File: config.mk
export PLATFORM = sky130hd
export DESIGN_NAME = mf3_median
export DESIGN_NICKNAME = d
export VERILOG_FILES = /design/src/rtl/mf3_pkg.sv /design/src/rtl/mf3_median.sv
export SDC_FILE = /design/constraint.sdc
export NUM_CORES = 1
export LEC_CHECK = 0
export BUFFER_PORTS_ARGS = -buffer_cell sky130_fd_sc_hd__buf_4
export CAP_MARGIN = 20
export CORE_MARGIN = 3
export CORE_UTILIZATION = 35
export CTS_BUF_LIST = sky130_fd_sc_hd__clkbuf_4 sky130_fd_sc_hd__clkbuf_8
export CTS_CLUSTER_DIAMETER = 60
export DETAILED_ROUTE_END_ITERATION = 12
export PLACE_DENSITY = 0.5
export SLEW_MARGIN = 20
export SYNTH_ARGS = -nofsm -noshare
export SYNTH_HDL_FRONTEND = slang
export SYNTH_SLANG_ARGS = --single-unit
File: constraint.sdc
create_clock -name clk -period 6.3 [get_ports clk]
set_input_delay 0.945 -clock clk [delete_from_list [all_inputs] [get_ports clk]]
set_output_delay 0.945 -clock clk [all_outputs]
set_load 0.05 [all_outputs]
File: src/rtl/mf3_pkg.sv
`default_nettype none

package mf3_pkg;

  // Field and register widths
  localparam int DIM_W     = 11;
  localparam int PEND_W    = DIM_W + 1;
  localparam int CALC_W    = DIM_W + 2;
  localparam int PIX_W     = 8;
  localparam int WIN_N     = 9;
  localparam int CFG_IDX_W = 2;

  // Default frame size limits
  localparam int MF_MAX_WIDTH  = 1024;
  localparam int MF_MAX_HEIGHT = 1024;

  // Register indexes
  localparam logic [CFG_IDX_W-1:0] REG_IMAGE_WIDTH  = CFG_IDX_W'(0);
  localparam logic [CFG_IDX_W-1:0] REG_IMAGE_HEIGHT = CFG_IDX_W'(1);

  // Register reset values and lower bound
  localparam logic [DIM_W-1:0] WIDTH_RESET  = DIM_W'(640);
  localparam logic [DIM_W-1:0] HEIGHT_RESET = DIM_W'(480);
  localparam logic [DIM_W-1:0] DIM_MIN      = DIM_W'(3);

  // Input action codes
  localparam logic ACT_PIXEL = 1'b0;
  localparam logic ACT_DRAIN = 1'b1;

  typedef logic [PIX_W-1:0] pix_t;
  typedef pix_t [WIN_N-1:0] win_t;

  typedef struct packed {
    logic action;
    pix_t pixel;
  } in_t;

  typedef struct packed {
    pix_t filtered;
    logic last_of_frame;
  } out_t;

  // Load strobes for the median pipeline
  typedef struct packed {
    logic ld_rows;
    logic ld_pick;
  } med_ctl_t;

endpackage

`default_nettype wire

File: src/rtl/mf3_median.sv
`default_nettype none

// Median of nine: sort each row of three, then take the max of the lows,
// the median of the mids and the min of the highs, then the median of those.
module mf3_median (
  input  logic              clk,
  input  mf3_pkg::win_t     win,
  input  mf3_pkg::med_ctl_t ctl,
  output mf3_pkg::pix_t     med
);
  import mf3_pkg::*;

  pix_t row_lo [3];
  pix_t row_md [3];
  pix_t row_hi [3];
  pix_t pick_lo;
  pix_t pick_md;
  pix_t pick_hi;

  function automatic pix_t min2(input pix_t a, input pix_t b);
    return (a < b) ? a : b;
  endfunction

  function automatic pix_t max2(input pix_t a, input pix_t b);
    return (a > b) ? a : b;
  endfunction

  function automatic pix_t med3(input pix_t a, input pix_t b, input pix_t c);
    return max2(min2(a, b), min2(max2(a, b), c));
  endfunction

  // Row sort stage
  always_ff @(posedge clk) begin
    if (ctl.ld_rows) begin
      for (int i = 0; i < 3; i++) begin
        row_lo[i] <= min2(min2(win[3*i], win[3*i+1]), win[3*i+2]);
        row_md[i] <= med3(win[3*i], win[3*i+1], win[3*i+2]);
        row_hi[i] <= max2(max2(win[3*i], win[3*i+1]), win[3*i+2]);
      end
    end
  end

  // Column pick stage
  always_ff @(posedge clk) begin
    if (ctl.ld_pick) begin
      pick_lo <= max2(max2(row_lo[0], row_lo[1]), row_lo[2]);
      pick_md <= med3(row_md[0], row_md[1], row_md[2]);
      pick_hi <= min2(min2(row_hi[0], row_hi[1]), row_hi[2]);
    end
  end

  assign med = med3(pick_lo, pick_md, pick_hi);

endmodule

`default_nettype wire

==> impl_metrics.yaml <==
synth:
  syn_nets: 1198
  synth.area.top_cells: "edfxtp_1 (29%), ha_1 (22%), mux2_2 (15%)"
  seq_area_frac_synth_pct: 29.44
  synth_cell_type_count: 53
  synth.most_common_cell: "ha_1"
  synthArstFlopShare_pct: 0
  synth_ff_type: "edfxtp_1"
  avgSynthCellArea_sq_um: 10.27
  synth_area_sq_um: 9793
  synth_edf_count: 96
  synth-seq-cells: 96
  yosysTopAreaCell: "edfxtp_1"
  syn_inst: 954
  synth_top_area_share_pct: 29.44
  yosys-top-cells-count: "ha_1 (169), mux2_2 (130), inv_1 (118), edfxtp_1 (96), nand2_1 (53)"
  yosysWarnings: 0
critical_path:
  worst-r2r-cell-count: 23
  startpoint: "pick_lo[1]$_DFFE_PP_"
  start_kind: "flip-flop"
  cp-end-kind: "primary output"
  arrival_ns: 5.21
  cp_max_fo: 8
  cpMaxStageDelayCell: "edfxtp_1"
  path_class: "flip-flop to primary output"
  rrSetupSlack_ns: 0.63
  cp_num_buf_inv: 5
  rr_endpoint: "pick_md[4]$_DFFE_PP_"
  path_delay_family: "compound AO/OA/AOI/OAI gates"
  crit_chain: "ha_4 > nor2b_4 > o211ai_2 > a211o_1 > and2_4 > buf_4 > mux2_4 > ha_4 > a211oi_2 > nand2_1 > or3_4 > o211ai_4 > buf_6 > buf_4 > buf_4 > mux2i_4 > ha_1 > nand3_2 > a21oi_2 > a211oi_4 > a21oi_4 > nand2_1 > o21a_1 > buf_6"
  cp.depth: 24
  crit-reg2reg-launch: "row_md[0][9]$_DFFE_PP_"
  slowest_delay_ns: 0.45
  critPathCapture: "med[0]"
  cp.required_ns: 5.35
  worst_path_most_repeated_cell: "buf_4"
cells_and_area:
  fillers: 2678
  area_delta_synth_final_pct: 18.05
  regArea_sq_um: 2883
  multi_input_area_sq_um: 6734
  final_util_pct: 42.42
  drive_above_1_share_pct: 30.35
  nets: 1310
  antennaDiodeCount: 0
power:
  clockPowerShare_pct: 5.9
  ir_drop_v: 0.0005942
  power_mw: 6.277
  comb_power_share_pct: 76.8
  p_per_area_nw_per_um2: 542.9
  netSwitchingFraction_pct: 48.08
  internal_power_mw: 3.259
  power.leakage_nw: 5.301
  pwr-share-seq_pct: 17.3
  switching_power_mw: 3.018
sta:
  layout_min_cycle_time_ns: 6.158
  clock_skew_ns: 0.01220
  finalCritPeriodShare_pct: 97.74
  tightestPinTransition_ns: 0.9554
  setup_tns_ns: 0
  maxSlewHeadroom_pct: 36.31
  slew_viol_final: 0
  hold_viol: 0
  max_freq_mhz: 162.4
  setup_violations: 0
floorplan:
  start_util_pct: 35.94
  die_w_microns: 173.3
  coreArea_sq_um: 27250
  io_pins: 83
  dieHeight_microns: 173.3
  rows: 60
  fp.dieArea_sq_um: 30020
clock_tree:
  clockBufferDepth: 2
  cts.sinks: 96
  cts_buffers: 9
  hold_buffers: 0
  clk_latency_ns: 0.38
  cts_tree: "built"
  ctsRootBufferMaster: "clkbuf_8"
  htree_levels: 3
  path_clk_slew_ns: 0.09
global_routing:
  track_usage_pct: 15.98
  antenna_found_initial: 0
  grt_overflow: 0
  grt_pass1_wl_microns: 38540
  grt_start_max_net_pins: 73
  grt_pass1_vias: 7307
outcome:
  status: "finished, final reports clean"
drt:
  wl_microns: 24200
  drc: 0
  drtAntennaViolNets: 0
  dr.first_iter.drc_count: 365
  vias: 7335
  via_per_inst: 5.083
  post_drt_wl_per_cell_microns: 16.77
  firstDrtPassIters: 5
placed_design:
  place.detailed.hpwl_microns: 19920
  io_buffer_count: 82
  gp_congestion: 0.7986
run:
  drv_cap: 0
worst_hold_path:
  worstHoldPathType: "flip-flop to flip-flop"
-- power by group through the flow --
stage               registers (mW)  clock network (mW)  logic (mW)
detailed placement            1.09                   0        3.77
finish                        1.09               0.372        4.82
global placement              1.09                   0        3.75
global route                  1.11               0.412        5.23
CTS                           1.08               0.388        4.11
floorplan                     1.02                   0        2.87
-- cell usage in the layout (no fill, tap or decap), types with 4 or more instances in the layout --
cell type	instances
and3_1	4
nand4_1	24
o21bai_1	4
buf_4	102
mux2_2	129
mux2i_1	45
o21ai_2	6
a21o_1	37
ha_1	156
inv_1	117
nor3_1	5
nand3_1	16
a21oi_2	7
o211ai_1	4
nor2b_1	14
buf_6	9
o21ai_0	42
mux2_4	11
edfxtp_1	96
nand2b_1	6
nor2_1	28
mux2i_4	4
a21oi_1	45
o21ai_1	15
nand2_1	52
o21a_1	12
ha_4	11
clkbuf_8	9
-- per-layer routing --
layer / up-vias / share of wire (%) / wire length (microns) / track usage [%]
met5: - / 0 / 0 / 0
met4: 0 / 1.8 / 435 / 3.784
met3: 22 / 3.2 / 778 / 2.716
met2: 116 / 45 / 10780 / 25.37
met1: 3425 / 50 / 12210 / 22.72
li1: 3772 / - / - / -
-- area by class of cell --
| type | count | area share [%] |
|---|---|---|
| Multi-Input combinational cell | 730 | 58.25 |
| Timing Repair Buffer | 111 | 7.500 |
| Clock inverter | 7 | 0.3896 |
| Sequential cell | 96 | 24.93 |
| Inverter | 118 | 3.831 |
| Tap cell | 372 | 4.026 |
| Clock buffer | 9 | 1.071 |
-- per-stage QoR --
step	setup slack [ns]	hold slack, ns	cell area, sq um	std cells
2_1_floorplan	0.09236	0.5519	9793	954
3_3_place_gp	-0.01878	0.5775	10890	1407
5_1_grt	-0.05467	0.6097	11560	1443
4_1_cts	0.003987	0.6074	11190	1433
6_report	0.1422	0.5964	11560	1443
3_5_place_dp	-0.1102	0.5785	10890	1407
-- state kept, by name (all words and copies together), names as in the netlist --
register / cells
row_hi: 24
pick_hi: 8
pick_md: 8
pick_lo: 8
row_lo: 24
row_md: 24
-- timing repair --
item,4_1_cts,5_1_grt
gates cloned,1,0
pin swaps,4,12
buffers inserted,9,10
gates resized for setup,13,50
endpoints found under the setup margin,8,8
-- kinds of logic (layout without fill, tap and decap cells) --
| kind of cell | Yosys count | in the layout | synth area share, % |
|---|---|---|---|
| AO/OA/AOI/OAI | 199 | 200 | 13.20 |
| adder cells (fa/ha/maj) | 169 | 169 | 21.59 |
| buffers and inverters | 129 | 245 | 5.098 |
| flip-flops | 96 | 96 | 29.44 |
| multiplexers | 193 | 193 | 21.91 |
| AND/OR/NAND/NOR | 168 | 168 | 8.765 |
-- how the worst min path moves through the flow --
| stage | from | end | slack (ns) | depth (start not counted) |
|---|---|---|---|---|
| detailed placement | row_hi[0][22]$_DFFE_PP_ | pick_hi[6]$_DFFE_PP_ | 0.58 | 1 |
| global placement | row_hi[0][20]$_DFFE_PP_ | pick_hi[4]$_DFFE_PP_ | 0.58 | 1 |
| global route | row_hi[0][23]$_DFFE_PP_ | pick_hi[7]$_DFFE_PP_ | 0.61 | 1 |
| CTS | row_hi[0][23]$_DFFE_PP_ | pick_hi[7]$_DFFE_PP_ | 0.61 | 1 |
| floorplan | row_lo[0][17]$_DFFE_PP_ | pick_lo[1]$_DFFE_PP_ | 0.55 | 1 |
| finish | row_hi[0][23]$_DFFE_PP_ | pick_hi[7]$_DFFE_PP_ | 0.60 | 1 |
Note: power is estimated with default switching activity, not from simulation.
